==> src/rtl/adsr_pkg.sv <==
package adsr_pkg;

    // Default widths of tick and level values
    localparam int TIME_BITS_DEF  = 32;
    localparam int LEVEL_BITS_DEF = 16;

    // Register widths
    localparam int DUR_W      = 24;
    localparam int CFG_LVL_W  = 16;
    localparam int CFG_IDX_W  = 3;
    localparam int CFG_DATA_W = DUR_W;

    // Register reset values
    localparam logic [DUR_W-1:0]     ATTACK_RST  = 24'd441;
    localparam logic [DUR_W-1:0]     DECAY_RST   = 24'd44100;
    localparam logic [DUR_W-1:0]     RELEASE_RST = 24'd44100;
    localparam logic [CFG_LVL_W-1:0] PEAK_RST    = 16'd32768;
    localparam logic [CFG_LVL_W-1:0] SUSTAIN_RST = 16'd0;

    // Levels at or below full scale / TINY_DIV read as silence
    localparam int TINY_DIV = 10000;

    // Queue between front and back
    localparam int Q_DEPTH = 4;
    localparam int Q_AW    = $clog2(Q_DEPTH);

    typedef enum logic [CFG_IDX_W-1:0] {
        CFG_ATTACK  = 3'd0,
        CFG_DECAY   = 3'd1,
        CFG_RELEASE = 3'd2,
        CFG_PEAK    = 3'd3,
        CFG_SUSTAIN = 3'd4
    } t_cfg_idx;

    // Envelope segment of the held level that the back end evaluates
    typedef enum logic [1:0] {
        PH_SILENT,
        PH_ATTACK,
        PH_DECAY,
        PH_SUSTAIN
    } t_phase;

    // Effective durations (zero acts as one) and attack plus decay
    typedef struct packed {
        logic [DUR_W-1:0] a;
        logic [DUR_W-1:0] d;
        logic [DUR_W-1:0] r;
        logic [DUR_W:0]   ad;
    } t_dur;

    // One classified word waiting for the back end
    typedef struct packed {
        t_phase           phase;
        logic [DUR_W-1:0] x;
        logic [DUR_W-1:0] s2;
    } t_qent;

    typedef struct packed {
        logic full;
        logic empty;
    } t_qstat;

    function automatic logic [DUR_W-1:0] dur_eff(input logic [DUR_W-1:0] v);
        return (v == '0) ? DUR_W'(1) : v;
    endfunction

endpackage

==> src/rtl/adsr_front.sv <==
module adsr_front #(
    parameter int TIME_BITS = adsr_pkg::TIME_BITS_DEF
) (
    input  logic                   i_clk,
    input  logic                   i_rst_n,
    input  logic                   i_in_valid,
    output logic                   o_in_stall,
    input  logic [TIME_BITS-1:0]   i_now_tick,
    input  logic [TIME_BITS-1:0]   i_on_tick,
    input  logic [TIME_BITS-1:0]   i_off_tick,
    input  adsr_pkg::t_dur         i_dur,
    input  adsr_pkg::t_qstat       i_qstat,
    output logic                   o_push,
    output adsr_pkg::t_qent        o_ent
);

    localparam int DW = adsr_pkg::DUR_W;
    localparam int CW = (TIME_BITS > DW + 1) ? TIME_BITS : DW + 1;

    logic                 r_valid;
    logic                 r_held;
    logic                 r_neg;
    logic [TIME_BITS-1:0] r_t;
    logic [TIME_BITS-1:0] r_since;

    logic                 w_accept;
    logic                 w_held;
    logic [TIME_BITS:0]   w_life;
    logic [TIME_BITS:0]   w_since;
    logic [TIME_BITS-1:0] w_dko;
    logic [CW-1:0]        w_t;
    logic [CW-1:0]        w_a;
    logic [CW-1:0]        w_ad;
    logic [CW-1:0]        w_r;
    logic [CW-1:0]        w_sc;
    logic [CW-1:0]        w_u;
    logic                 w_late;

    // Hold the input while the staged word cannot move into the queue
    assign o_in_stall = r_valid && i_qstat.full;
    assign w_accept   = i_in_valid && !o_in_stall;
    assign o_push     = r_valid && !i_qstat.full;

    // Take the time differences of the incoming word
    always_comb begin
        w_held  = i_on_tick > i_off_tick;
        w_life  = {1'b0, i_now_tick} - {1'b0, i_on_tick};
        w_since = {1'b0, i_now_tick} - {1'b0, i_off_tick};
        w_dko   = i_off_tick - i_on_tick;
    end

    always_ff @(posedge i_clk) begin
        if (!i_rst_n) begin
            r_valid <= 1'b0;
        end else if (w_accept) begin
            r_valid <= 1'b1;
        end else if (o_push) begin
            r_valid <= 1'b0;
        end
    end

    // Stage the time since key-on (held) or key-on to key-off (released)
    always_ff @(posedge i_clk) begin
        if (w_accept) begin
            r_held  <= w_held;
            r_neg   <= w_held ? w_life[TIME_BITS] : w_since[TIME_BITS];
            r_t     <= w_held ? w_life[TIME_BITS-1:0] : w_dko;
            r_since <= w_since[TIME_BITS-1:0];
        end
    end

    // Classify the envelope segment
    always_comb begin
        w_t    = CW'(r_t);
        w_a    = CW'(i_dur.a);
        w_ad   = CW'(i_dur.ad);
        w_r    = CW'(i_dur.r);
        w_sc   = CW'(r_since);
        w_u    = w_t - w_a;
        w_late = !r_held && (w_sc > w_r);

        o_ent.phase = adsr_pkg::PH_SUSTAIN;
        o_ent.x     = '0;
        o_ent.s2    = r_held ? '0 : DW'(r_since);
        if (r_neg || w_late) begin
            o_ent.phase = adsr_pkg::PH_SILENT;
            o_ent.s2    = '0;
        end else if (w_t <= w_a) begin
            o_ent.phase = adsr_pkg::PH_ATTACK;
            o_ent.x     = DW'(r_t);
        end else if (w_t <= w_ad) begin
            o_ent.phase = adsr_pkg::PH_DECAY;
            o_ent.x     = DW'(w_u);
        end
    end

endmodule

==> config.mk <==
export PLATFORM = sky130hd
export DESIGN_NAME = adsr_front
export DESIGN_NICKNAME = d
export VERILOG_FILES = /design/src/rtl/adsr_pkg.sv /design/src/rtl/adsr_front.sv
export SDC_FILE = /design/constraint.sdc
export NUM_CORES = 1
export LEC_CHECK = 0
export BUFFER_PORTS_ARGS = -buffer_cell sky130_fd_sc_hd__buf_2
export CORE_MARGIN = 2
export CORE_UTILIZATION = 45
export DETAILED_ROUTE_END_ITERATION = 16
export MAX_ROUTING_LAYER = met4
export PLACE_DENSITY = 0.69
export SETUP_SLACK_MARGIN = 0.4
export SYNTH_ARGS = -nofsm -noshare
export SYNTH_HDL_FRONTEND = slang
export SYNTH_SLANG_ARGS = --single-unit
==> constraint.sdc <==
create_clock -name i_clk -period 8.2 [get_ports i_clk]
set_input_delay 1.23 -clock i_clk [delete_from_list [all_inputs] [get_ports i_clk]]
set_output_delay 1.23 -clock i_clk [all_outputs]
set_load 0.1 [all_outputs]
==> out/qor.txt <==
Final hold viol count = 0
First-iteration detailed-routing DRC count = 672
Status = finished clean
Post-route DRC violation count = 0
Top post-synthesis cells by area = ha_1, edfxtp_1, a21oi_1
Rel. slew slack = 0.2397
CTS tree = built
Static leakage = 0.006061 µW
Synth area leader = ha_1
Clock sink count = 67
Comb power frac = 0.514
EDFF count, synth = 66
YS warnings = 0
Net count, final = 1904
CTS resizes = 0
Clock buffer depth = 2
Total Negative Setup Slacks = 0 ns
Place WS = 2.251 ns
Initial core utilization = 0.4581
Net Sw Power = 679.0 µW
Util after Layout = 0.5307
Final period utilization = 0.7251
Netlist cell types = 70
Max cap viols = 0
Synthesized area per cell = 7.805 µm²
Global-route usage over all layers = 0.2396
DIE WIDTH = 155.6 µm
Worst Hold Class = register to register
DR WL/cell = 15.86 µm
Worst endpoint required time = 6.97 ns
Cell area after layout = 11980 µm²
Final HPWL DP = 24.01 mm
IO Port Bufs = 224
Power Total = 1681 µW
Slew Limit Fails = 0
Final wirelength = 28.94 mm
I/O pins = 250
CTS Hold Bufs = 0
Setup Skew = 0.007569 ns
Crit end category = output pin
Syn nets = 1696
CP arrival = 4.72 ns
FILL cells = 2214
DR pass1 iterations = 5
Vias after detailed routing = 10080
Share of cells above drive strength 1 = 0.1659
Internal power = 1002 µW
CTS Buf Count = 9
Register bit total from synthesis = 67
Area growth syn-to-layout = 15.83%
RSZ-0062 raised after global routing = false
Most frequent cell after synthesis = inv_1
Startpoint Class = input pin
Post-DP Area = 11720 µm²
Post-synth top flop = edfxtp_1
Mapped Cells = 1325
Switching Fraction = 0.4039
Biggest fanout along the worst timing path = 25
Placeable Area = 22570 µm²
First-pass GRT wire length = 45.40 mm
Row count = 55
Initial antenna violation count = 2
PwrDens = 140.3 nW/µm²
Reg power frac = 0.287
PnR worst setup slack = 2.254 ns
Slew @ Worst Pin = 1.141 ns
Synth cell count leaders = inv_1, ha_1, a21oi_1
Vias/cell = 5.526
Final setup viols = 0
Final min period = 5.946 ns
Max Clk Rate = 168.2 MHz
Htree depth = 3
Clock Power Share = 0.199
Seq/Total Area, Yosys = 0.1936
Die H = 155.6 µm
Setup bufs post-CTS = 0
Die ar. = 24210 µm²
Root buffer cell = clkbuf_16
Gpl congestion = 0.9355
Top cell type's share of synthesized area = 0.2045
Crit Path Class = input pin to output pin
Asr flop ratio synth = 0
Final ANT Viol Nets = 0
Post-synthesis cell area = 10340 µm²
Largest net degree at the start of global routing = 67
Worst skew pair latency = 0.34 ns
Clock slew at reported path FFs = 0.05 ns
Overflow after GRT = 0
Worst vdd ir = 0.09610 mV
Number of global-route vias before repair = 9158
==> power groups by stage <==
stage / Combinational (µW) / Clock (µW) / Sequential (µW)
3_5_place_dp: 849 / 0 / 487
4_1_cts: 856 / 341 / 482
6_report: 865 / 334 / 482
5_1_grt: 962 / 358 / 488
2_1_floorplan: 655 / 0 / 475
3_3_place_gp: 840 / 0 / 488
==> through the flow <==
step | instances | hold WS [ns]
2_1_floorplan | 1325 | 1.128
3_3_place_gp | 1807 | 0.6351
3_5_place_dp | 1807 | 0.6632
4_1_cts | 1822 | 0.6732
5_1_grt | 1824 | 0.7357
6_report | 1824 | 0.6675
==> path summary, 6_finish.rpt <==
path         depth (start not counted)  startpoint           to  slack, ns
max                                 14   i_dur[73]    o_ent[36]       2.25
min                                  2     r_valid      r_valid       0.67
max reg2reg                          3     r_valid  r_since[28]       6.58
min reg2reg                          2     r_valid      r_valid       0.67
==> cells by family (layout without fill, tap and decap cells) <==
group | count (synthesis) | count (layout) | share of synthesized area
flops | 67 | 67 | 0.1936
buf+inv | 217 | 429 | 0.08131
xor+xnor | 96 | 96 | 0.08131
simple gates | 345 | 345 | 0.1635
compound gates | 414 | 414 | 0.2554
fa+ha+maj | 173 | 173 | 0.2122
other cells | 0 | 2 | 0
mux | 13 | 13 | 0.01270
==> layer usage <==
layer / wire length [µm] / share of wire / global-route usage / up-vias
met5: 0 / 0 / - / -
met4: 758 / 0.026 / 0.07383 / 0
met3: 1689 / 0.058 / 0.02139 / 45
met2: 12360 / 0.43 / 0.3618 / 360
met1: 14130 / 0.49 / 0.3408 / 4494
li1: - / - / - / 5181
==> final cells by class <==
cell class | count | area (µm²) | area share
diodes | 2 | 5.005 | 0.0004178
clock buffers | 11 | 232.7 | 0.01943
clock inverters | 4 | 18.77 | 0.001567
inverters | 187 | 701.9 | 0.05860
multi-input cells | 1041 | 7517 | 0.6276
flip-flops and latches | 67 | 2002 | 0.1671
well taps | 285 | 356.6 | 0.02977
repair buffers | 227 | 1144 | 0.09548
==> state kept, by name, indices dropped and copies added, names as in the netlist <==
| name | count |
|---|---|
| r_held | 1 |
| r_neg | 1 |
| r_since | 32 |
| r_t | 32 |
| r_valid | 1 |
==> placed cells by master, fill, tap and decap left out, types with 13 or more instances in the layout <==
cell and n:
nand3_1 50, ha_1 169, a21oi_1 144, a31oi_1 13
inv_1 187, edfxtp_1 66, buf_2 224, nor3_1 15
nor2b_1 18, a211oi_1 16, a21o_1 51, nand2_1 96
nand2b_1 24, o21a_1 17, xnor2_1 63, o21ai_1 35
o21ai_0 45, xor2_1 33, nor2_1 74, nand4_1 19
==> critical path: stages <==
cell and delay, ns:
buf_2 0.08, ha_1 0.15, inv_1 0.05, fa_1 0.41, a21o_1 0.19, a221oi_1 0.44, o21ai_1 0.20, a221o_1 0.48
nand2_1 0.10, o211a_2 0.21, a21o_2 0.41, nand2_1 0.10, a21oi_1 0.17, buf_2 0.47
No activity file was read; power rests on OpenSTA's default activity.
