<file path="config.mk">
export PLATFORM = sky130hd
export DESIGN_NAME = adsr_queue
export DESIGN_NICKNAME = d
export VERILOG_FILES = /design/src/rtl/adsr_pkg.sv /design/src/rtl/adsr_queue.sv
export SDC_FILE = /design/constraint.sdc
export NUM_CORES = 1
export LEC_CHECK = 0
export BUFFER_PORTS_ARGS = -buffer_cell sky130_fd_sc_hd__buf_4
export CORE_ASPECT_RATIO = 0.7
export CORE_MARGIN = 2
export CORE_UTILIZATION = 40
export DETAILED_ROUTE_END_ITERATION = 10
export PLACE_DENSITY_LB_ADDON = 0.2
export SYNTH_ARGS = -nofsm -noshare
export SYNTH_HDL_FRONTEND = slang
export SYNTH_SLANG_ARGS = --single-unit
</file>
<file path="constraint.sdc">
create_clock -name i_clk -period 2.6 [get_ports i_clk]
set_input_delay 0.65 -clock i_clk [delete_from_list [all_inputs] [get_ports i_clk]]
set_output_delay 0.65 -clock i_clk [all_outputs]
set_load 0.02 [all_outputs]
</file>
<file path="src/rtl/adsr_pkg.sv">
package adsr_pkg;

    // Default widths of tick and level values
    localparam int TIME_BITS_DEF  = 32;
    localparam int LEVEL_BITS_DEF = 16;

    // Register widths
    localparam int DUR_W      = 24;
    localparam int CFG_LVL_W  = 16;
    localparam int CFG_IDX_W  = 3;
    localparam int CFG_DATA_W = DUR_W;

    // Register reset values
    localparam logic [DUR_W-1:0]     ATTACK_RST  = 24'd441;
    localparam logic [DUR_W-1:0]     DECAY_RST   = 24'd44100;
    localparam logic [DUR_W-1:0]     RELEASE_RST = 24'd44100;
    localparam logic [CFG_LVL_W-1:0] PEAK_RST    = 16'd32768;
    localparam logic [CFG_LVL_W-1:0] SUSTAIN_RST = 16'd0;

    // Levels at or below full scale / TINY_DIV read as silence
    localparam int TINY_DIV = 10000;

    // Queue between front and back
    localparam int Q_DEPTH = 4;
    localparam int Q_AW    = $clog2(Q_DEPTH);

    typedef enum logic [CFG_IDX_W-1:0] {
        CFG_ATTACK  = 3'd0,
        CFG_DECAY   = 3'd1,
        CFG_RELEASE = 3'd2,
        CFG_PEAK    = 3'd3,
        CFG_SUSTAIN = 3'd4
    } t_cfg_idx;

    // Envelope segment of the held level that the back end evaluates
    typedef enum logic [1:0] {
        PH_SILENT,
        PH_ATTACK,
        PH_DECAY,
        PH_SUSTAIN
    } t_phase;

    // Effective durations (zero acts as one) and attack plus decay
    typedef struct packed {
        logic [DUR_W-1:0] a;
        logic [DUR_W-1:0] d;
        logic [DUR_W-1:0] r;
        logic [DUR_W:0]   ad;
    } t_dur;

    // One classified word waiting for the back end
    typedef struct packed {
        t_phase           phase;
        logic [DUR_W-1:0] x;
        logic [DUR_W-1:0] s2;
    } t_qent;

    typedef struct packed {
        logic full;
        logic empty;
    } t_qstat;

    function automatic logic [DUR_W-1:0] dur_eff(input logic [DUR_W-1:0] v);
        return (v == '0) ? DUR_W'(1) : v;
    endfunction

endpackage

</file>
<file path="src/rtl/adsr_queue.sv">
module adsr_queue (
    input  logic              i_clk,
    input  logic              i_rst_n,
    input  logic              i_push,
    input  adsr_pkg::t_qent   i_ent,
    input  logic              i_pop,
    output adsr_pkg::t_qent   o_head,
    output adsr_pkg::t_qstat  o_qstat
);

    localparam int DEPTH = adsr_pkg::Q_DEPTH;
    localparam int AW    = adsr_pkg::Q_AW;
    localparam int NW    = AW + 1;

    adsr_pkg::t_qent r_mem [DEPTH];
    logic [AW-1:0]   r_wr;
    logic [AW-1:0]   r_rd;
    logic [NW-1:0]   r_cnt;

    // Store pushed words
    always_ff @(posedge i_clk) begin
        if (i_push) begin
            r_mem[r_wr] <= i_ent;
        end
    end

    // Advance pointers and fill count
    always_ff @(posedge i_clk) begin
        if (!i_rst_n) begin
            r_wr  <= '0;
            r_rd  <= '0;
            r_cnt <= '0;
        end else begin
            if (i_push) begin
                r_wr <= r_wr + AW'(1);
            end
            if (i_pop) begin
                r_rd <= r_rd + AW'(1);
            end
            case ({i_push, i_pop})
                2'b10:   r_cnt <= r_cnt + NW'(1);
                2'b01:   r_cnt <= r_cnt - NW'(1);
                default: r_cnt <= r_cnt;
            endcase
        end
    end

    assign o_head        = r_mem[r_rd];
    assign o_qstat.full  = (r_cnt == NW'(DEPTH));
    assign o_qstat.empty = (r_cnt == '0);

endmodule

</file>
==> flow_summary_export.csv, run 1 <==
group,metric,value,unit
timing,final.setup_skew,0.0141,ns
place,place.gp.congestion,0.695,
pwr,p_seq_frac,0.495,
pwr,p_total,7910,uW
cts,cts_made_buffers,22,
logic_synthesis,synth_xor_area_frac,0.00567,
floorplan,dieArea,20500,um2
floorplan,die_w,170,um
floorplan,fp.dieH,120,um
floorplan,std_cell_rows,42,
logic_synthesis,synthAdderAreaFrac,0.0107,
logic_synthesis,ys_warn_count,0,
timing,worstMarginPinSlew,0.511,ns
global_routing,grt_pass1_vias,3796,
timing,min_period_over_period,0.976,
place,placed_area,8850,um2
timing,fmax,0.394,GHz
logic_synthesis,synth_seq_area_share,0.801,
pwr,power.switching,1740,uW
logic_synthesis,synth-compound-area-share,0.00227,
floorplan,start_util,0.408,
cts,clk_pin_slew,0.06,ns
logic_synthesis,syn_area,7720,um2
logic_synthesis,synth_mux_area_frac,0.147,
routing,viasPerCell,5.02,
finish,final_area,9640,um2
logic_synthesis,synth_top_family_by_area,"multiplexers",
critical_path,timing.critical_path.from_type,"register",
timing,worst_slack,0.0612,ns
routing,detail-route-antenna-nets,0,
routing,drc,0,
pwr,leakage,0.00331,uW
critical_path,path_class,"register to output port",
cts,cts_hold_buf,0,
pwr,power_frac_comb,0.120,
global_routing,grt_max_degree,33,
timing,slew_violations,0,
worst_hold_path,hold_path.class,"primary input to register",
place,port_buffers,105,
logic_synthesis,synth-simple-area-share,0.0122,
cts,worstSkewPairLatency,0.49,ns
pwr,pwr-share-clk,0.385,
logic_synthesis,synth_seq_cells,209,
finish,nets,507,
floorplan,ios,106,
finish,final_util,0.509,
cts,cts-htree-levels,1,
finish,n_antenna_cell,0,
logic_synthesis,synth_cell_type_count,21,
routing,dr.pass1.iters,6,
timing,whs,0.358,ns
flow_run,maxCapViolCount,0,
pwr,sw_frac_of_total,0.220,
critical_path,worst-path-max-fanout,11,
critical_path,required,1.95,ns
cts,clock-root-buffer,"clkbuf_16",
logic_synthesis,syn_inst,308,
timing,setup_viol,0,
routing,vias,3532,
critical_path,timing.rr.start,"r_cnt[0]",
pwr,internal_power,6170,uW
logic_synthesis,yosys-top-cells-area,"edfxtp_1 (78%), mux4_2 (15%), dfxtp_1 (2.3%)",
critical_path,worstPathArrival,1.89,ns
pwr,powerDensity,821,nW/um2
routing,wirelength,14.2,mm
floorplan,coreArea,18900,um2
place,hpwl,8.47,mm
cts,clk_path_buf_depth,3,
cts,numClockSinks,209,
outcome,status,"finished clean",
logic_synthesis,synth_top_area_cell,"edfxtp_1",
finish,drive_gt1_frac,0.468,
logic_synthesis,postSynthAreaPerCell,25.1,um2
global_routing,grt_pass1_wl,21.4,mm
global_routing,antenna_found_initial,1,
place,post-place-ws,0.386,ns
pwr,vdd_ir_drop_max,0.412,mV
finish,area.growth.synth_to_final,24.8,%
critical_path,endpoint_kind,"output port",
global_routing,track_usage,0.141,
logic_synthesis,synth_fp_nets,368,
global_routing,grt_overflow,0,
worst_hold_path,hp-start,"i_ent[47]",
routing,drt_iter0_markers,231,
routing,wl_per_cell,20.2,um
timing,finalCriticalPeriod,2.54,ns
timing,relSlewSlack,0.659,
timing,hold_viol,0,
logic_synthesis,synth.top_cell.area_share,0.778,
cts,cts_tree,"built",
==> cells by family after synthesis <==
family | count (synthesis)
flops | 209
buf+inv | 18
mux | 51
fa+ha+maj | 6
compound gates | 3
simple gates | 16
xor+xnor | 5
==> state kept, by name, summed over array words and instances, names as in the netlist, named ones only <==
| signal | cells |
|---|---|
| r_mem | 200 |
| r_cnt | 3 |
| r_rd | 2 |
| r_wr | 2 |
==> synth_stat cells <==
master	count
edfxtp_1	200
mux4_2	50
and2_1	10
dfxtp_1	9
inv_1	6
buf_12	5
buf_2	5
ha_1	5
xor2_1	3
nand2_1	2
o21ai_0	2
xnor2_1	2
a21boi_0	1
and3_1	1
buf_1	1
buf_6	1
fa_1	1
mux2i_1	1
nor2b_1	1
nor3_1	1
or3_1	1
==> what timing repair did <==
action | 4_1_cts | 5_1_grt
resized for setup | 1 | 4
endpoints found under the setup margin | 38 | 19
pin swaps | 0 | 0
setup buffers | 5 | 2
hold endpoints to repair | 0 | 0
==> metrics by stage <==
stage / instances / setup TNS [ns]
floorplan: 308 / 0
global placement: 658 / 0
detailed placement: 658 / 0
CTS: 702 / 0
global route: 704 / -0.00359
finish: 704 / 0
==> cell type report <==
type                       count  area, um2
inverter                       6       22.5
fill                        1540       9280
clock buffer                  31        656
sequential                   209       6190
tap                          242        303
timing repair buffer         127       1020
multi-input combinational     81       1380
clock inverter                 8       65.1
==> routing by layer <==
layer  part of all wire  GRT usage  wire (um)
met4              0.021     0.0374        303
met3              0.080     0.0524       1140
met1               0.43      0.186       6140
met5            0.00098          0         14
met2               0.47      0.223       6650
==> layout by cell type, fill, tap and decap left out <==
cell type	synthesis	routed
a21boi_0	1	1
and2_1	10	6
and2_2	0	4
and3_1	1	1
buf_12	5	4
buf_4	0	118
buf_6	1	5
bufinv_16	0	1
clkbuf_1	0	3
clkbuf_16	0	23
clkbuf_8	0	5
clkinv_1	0	3
clkinv_2	0	3
dfxtp_1	9	7
dfxtp_2	0	1
dfxtp_4	0	1
edfxtp_1	200	200
fa_1	1	1
ha_1	5	5
inv_1	6	6
inv_6	0	1
mux2i_1	1	1
mux4_2	50	50
nand2_1	2	2
nor2b_1	1	1
nor3_1	1	1
o21ai_0	2	2
or3_1	1	1
xnor2_1	2	2
xor2_1	3	3
==> worst max-delay path, stage by stage (launching register included) <==
cell and delay (ns):
dfxtp_4 0.49, buf_12 0.20, mux4_2 0.54, buf_4 0.18
==> worst paths after layout <==
path,endpoint,slack (ns),depth (start not counted)
hold / removal,r_mem[2][47],0.36,1
setup reg to reg,r_cnt[2],1.03,5
hold reg to reg,r_cnt[2],0.51,2
setup / recovery,o_head[34],0.06,3
==> power groups by stage <==
stage	Sequential [uW]	Clock, uW	Combinational, uW
after floorplan	3970	0	562
after global placement	3990	0	925
after CTS	3920	3150	959
after detailed placement	4000	0	935
final	3920	3040	951
after global routing	3930	3270	1020
Power figures use the tool's default switching activity.
==> run 2, diff against run 1 <==
Settings changed: CORE_UTILIZATION 40 to 50.
==> run 2 against run 1 <==
  * Sequential share of layout area grew 1.6 points
  * First-iteration DRC count shrank 5.2%
  * Final area shrank 2.5%
  * Register-to-register slack is essentially flat
  * Clock skew is essentially flat
  * Fmax grew 2.1%
  * Combinational power shrank 4.5%
  * Clock power shrank 6%
  * Utilization grew 12 points
  * Global-route usage grew 1.7 points
  * Total power shrank 3.1%
  * Largest cell class unchanged
  * Highest routed layer is now met4
==> flow_summary_export.csv, run 2 (synthesized netlist as in run 1, its figures left out) <==
group,metric,value,unit
cts,cts_setup_buffers,0,
finish,area.growth.synth_to_final,21.7,%
worst_hold_path,hold_path.class,"primary input to register",
routing,detail-route-antenna-nets,0,
pwr,powerDensity,816,nW/um2
floorplan,dieArea,16500,um2
global_routing,grt_pass1_wl,20.0,mm
routing,dr.pass1.iters,4,
place,post-place-ws,0.415,ns
timing,min_period_over_period,0.957,
floorplan,fp.dieH,108,um
pwr,leakage,0.00321,uW
finish,n_antenna_cell,0,
critical_path,path_class,"register to output port",
floorplan,std_cell_rows,37,
finish,final_common_cell,"edfxtp_1",
timing,final.setup_skew,0.0145,ns
finish,largest_register_ffs,200,
critical_path,cp_slowest_cell,"mux4_2",
finish,largest_register,"r_mem",
floorplan,ios,106,
critical_path,crit_chain,"buf_12 > mux4_2 > buf_4",
critical_path,endpoint_kind,"output port",
cts,worstSkewPairLatency,0.48,ns
outcome,status,"finished clean",
finish,layout_common_cells,"edfxtp_1 (200), buf_4 (113), mux4_2 (50)",
global_routing,antenna_found_initial,0,
timing,worst_slack,0.112,ns
cts,cts_hold_buf,0,
routing,vias,3455,
routing,wirelength,12.9,mm
critical_path,timing.critical_path.from_type,"register",
cts,numClockSinks,209,
place,place.gp.congestion,0.686,
routing,drt_iter0_markers,219,
pwr,vdd_ir_drop_max,0.451,mV
timing,hold_viol,0,
timing,setup_viol,0,
floorplan,coreArea,14900,um2
cts,post_cts_resized,0,
timing,finalCriticalPeriod,2.49,ns
finish,reg_top3,"r_mem x200, r_cnt x3",
cts,clk_path_buf_depth,3,
cts,cts-htree-levels,1,
global_routing,grt_overflow,0,
finish,fillers,1039,
critical_path,worst-path-max-fanout,28,
place,hpwl,7.60,mm
cts,cts_tree,"built",
cts,clk_pin_slew,0.06,ns
floorplan,die_w,153,um
critical_path,required,1.95,ns
global_routing,grt_pass1_vias,3678,
cts,clock-root-buffer,"clkbuf_16",
timing,finalSetupTns,0,ns
routing,viasPerCell,5.38,
finish,nets,494,
routing,wl_per_cell,20.1,um
cts,cts_made_buffers,20,
critical_path,cpPeakStageDelay,0.56,ns
global_routing,track_usage,0.159,
timing,slew_violations,0,
timing,worstMarginPinSlew,0.445,ns
finish,drive_gt1_frac,0.447,
timing,rsz0062_at_grt,"false",
global_routing,grt_max_degree,51,
flow_run,maxCapViolCount,0,
place,port_buffers,105,
critical_path,worstPathArrival,1.84,ns
floorplan,start_util,0.518,
timing,fmax,0.402,GHz
routing,drc,0,
timing,relSlewSlack,0.703,
run 2: cell types whose count changed in the layout (fill, tap and decap cells not counted), sizes merged:
| cell | change |
|---|---|
| bufinv | +1 |
| clkbuf | -2 |
| inv | -1 |
| clkinv | -2 |
| buf | -11 |
run 2: final cells by class:
cell class | instances | area (um2) | area share
multi-input cells | 81 | 1380 | 0.147
flip-flops and latches | 209 | 6190 | 0.659
repair buffers | 116 | 908 | 0.0966
inverters | 6 | 22.5 | 0.00240
clock buffers | 29 | 576 | 0.0612
clock inverters | 6 | 78.8 | 0.00839
well taps | 195 | 244 | 0.0260
run 2: final timing paths:
kind | start | endpoint | slack [ns] | cells after the start
max reg2reg | r_cnt[0] | r_cnt[2] | 1.02 | 5
min | i_ent[23] | r_mem[0][23] | 0.37 | 1
min reg2reg | r_cnt[2] | r_cnt[2] | 0.55 | 2
max | register | o_head[33] | 0.11 | 3
run 2: stage by stage:
stage               total power [uW]  hold slack, ns  cells  utilization  cell area (um2)
floorplan                       4530           0.473    308            -             7720
global placement                4880           0.488    607        0.587             8740
detailed placement              4900           0.541    607        0.587             8740
CTS                             7750           0.349    642        0.631             9400
global route                    7930           0.351    642        0.631             9400
finish                          7670           0.367    642        0.631             9400
run 2: layer usage:
layer,part of all wire,GRT usage
met5,0,0
met4,0.014,0.0337
met3,0.056,0.0421
met2,0.47,0.252
met1,0.46,0.228
run 2: worst max-delay path: cells and delay by family (launching register included):
| kind | cells | cell delay, ns |
|---|---|---|
| buf+inv | 2 | 0.42 |
| flops | 1 | 0.37 |
| mux | 1 | 0.56 |
run 2: report_power, final:
| part | switching [uW] | leakage [uW] | internal [uW] | total [uW] |
|---|---|---|---|---|
| sequential | 40.5 | 0.00191 | 3860 | 3900 |
| clock | 1120 | 0.000322 | 1730 | 2850 |
| combinational | 479 | 0.000977 | 429 | 908 |
==> run 3, diff against run 2 <==
Settings changed: BUFFER_PORTS_ARGS -buffer_cell sky130_fd_sc_hd__buf_4 to -buffer_cell sky130_fd_sc_hd__buf_2.
==> run 3 against run 2 <==
  * Clock-buffer cell count shrank 5
  * Global-route usage shrank 0.16 points
  * Non-clock buffer count grew 1
==> flow_summary_export.csv, run 3 (synthesized netlist as in run 1, its figures left out) <==
group,metric,value,unit
cts,clock-root-buffer,"clkbuf_16",
critical_path,path_class,"register to output port",
routing,met3WireLength,783,um
worst_hold_path,whs_path_depth,1,
timing,hold_viol,0,
place,hpwl,7.54,mm
timing,finalCriticalPeriod,2.49,ns
routing,vias,3475,
cts,cts_setup_buffers,0,
floorplan,ios,106,
pwr,vdd_ir_drop_max,0.401,mV
finish,final_common_cell,"edfxtp_1",
global_routing,grt_pass1_vias,3686,
critical_path,r2r-end,"r_cnt[2]",
finish,n_antenna_cell,0,
finish,layout.area.seq,6190,um2
routing,viasPerCell,5.40,
worst_hold_path,whs_endpoint,"r_mem[0][2]",
global_routing,antenna_found_initial,1,
critical_path,timing.critical_path.from_type,"register",
finish,drive_gt1_frac,0.450,
cts,clk_pin_slew,0.06,ns
timing,slew_violations,0,
critical_path,cpPeakStageDelay,0.54,ns
routing,drc,0,
global_routing,grt_overflow,0,
floorplan,coreArea,14900,um2
global_routing,grt_pass1_wl,19.7,mm
timing,min_period_over_period,0.959,
critical_path,reg2reg_slack,1.01,ns
timing,worstMarginPinSlew,0.443,ns
finish,multi_input_area,1380,um2
timing,relSlewSlack,0.704,
finish,layout_common_cells,"edfxtp_1 (200), buf_2 (105), mux4_2 (50)",
finish,largest_register_ffs,200,
finish,area.growth.synth_to_final,18.1,%
critical_path,critPathBufInv,2,
cts,numClockSinks,209,
finish,nets,495,
place,place.gp.congestion,0.694,
routing,drt_iter0_markers,194,
flow_run,maxCapViolCount,0,
critical_path,worst-path-max-fanout,29,
critical_path,reg2reg_depth,5,
routing,met2_length,5.97,mm
global_routing,track_usage,0.157,
place,dp_cells,608,
cts,cts_made_buffers,20,
floorplan,die_w,153,um
floorplan,dieArea,16500,um2
place,post-place-ws,0.402,ns
cts,post_cts_resized,0,
cts,worstSkewPairLatency,0.48,ns
cts,cts-htree-levels,1,
routing,dr.max_layer_used,"met5",
critical_path,required,1.95,ns
pwr,powerDensity,824,nW/um2
finish,fillers,1089,
finish,reg_top3,"r_mem x200, r_cnt x3",
timing,setup_viol,0,
timing,final.setup_skew,0.0146,ns
floorplan,fp.dieH,108,um
critical_path,crit_chain,"buf_12 > mux4_2 > buf_2",
critical_path,timing.rr.start,"r_cnt[0]",
floorplan,std_cell_rows,37,
worst_hold_path,hold_path.class,"primary input to register",
routing,wirelength,12.7,mm
routing,detail-route-antenna-nets,0,
critical_path,crit_family,"multiplexers",
outcome,status,"finished clean",
global_routing,grt_max_degree,30,
pwr,leakage,0.00312,uW
timing,rsz0062_at_grt,"false",
cts,cts_hold_buf,0,
place,port_buffers,105,
finish,largest_register,"r_mem",
timing,worst_slack,0.107,ns
critical_path,worstPathArrival,1.84,ns
finish,finalNonFillerCells,644,
timing,finalSetupTns,0,ns
cts,clk_path_buf_depth,3,
critical_path,endpoint_kind,"output port",
routing,drt-met1-wl,5.73,mm
timing,fmax,0.401,GHz
critical_path,cp_slowest_cell,"mux4_2",
floorplan,start_util,0.518,
routing,wl_per_cell,19.7,um
worst_hold_path,hp-start,"i_ent[2]",
routing,dr.pass1.iters,4,
cts,cts_tree,"built",
==> run 3: final cells by class <==
cell class                      instances  area share
Timing Repair Buffer                  117      0.0703
Clock buffer                           24      0.0589
Clock inverter                         12      0.0115
Sequential cell                       209       0.679
Tap cell                              195      0.0268
Multi-Input combinational cell         81       0.151
Inverter                                6     0.00247
==> run 3: where the power goes <==
| part | internal, uW | switching, uW | leakage (uW) |
|---|---|---|---|
| logic | 337 | 470 | 0.000889 |
| clock network | 1670 | 1130 | 0.000320 |
| registers | 3860 | 39.3 | 0.00191 |
| total | 5870 | 1640 | 0.00312 |
==> run 3: how the worst max path moves through the flow <==
stage	endpoint	slack (ns)	cells after the start
final	o_head[33]	0.11	3
after global routing	o_head[44]	0.03	3
after CTS	o_head[31]	0.07	3
after detailed placement	r_cnt[2]	0.40	8
after global placement	r_cnt[2]	0.50	8
after floorplan	r_mem[0][0]	0.34	1
==> run 3: stage by stage <==
| step | cell area [um2] | power, uW | hold slack, ns | utilization |
|---|---|---|---|---|
| finish | 9120 | 7510 | 0.380 | 0.612 |
| global route | 9120 | 7790 | 0.370 | 0.612 |
| CTS | 9120 | 7600 | 0.366 | 0.612 |
| detailed placement | 8480 | 4800 | 0.541 | 0.569 |
| global placement | 8480 | 4780 | 0.488 | 0.569 |
| floorplan | 7720 | 4530 | 0.473 | - |
==> run 3: worst register-to-register path, stage by stage (launching register included) <==
cell and delay [ns]:
dfxtp_1 0.37, inv_1 0.08, fa_1 0.43, xor2_1 0.15
or3_1 0.31, a21boi_0 0.18
==> run 3: metal layers <==
layer | track usage | vias up
li1 | - | 1551
met1 | 0.224 | 1804
met2 | 0.248 | 98
met3 | 0.0449 | 20
met4 | 0.0364 | 2
met5 | 0 | -
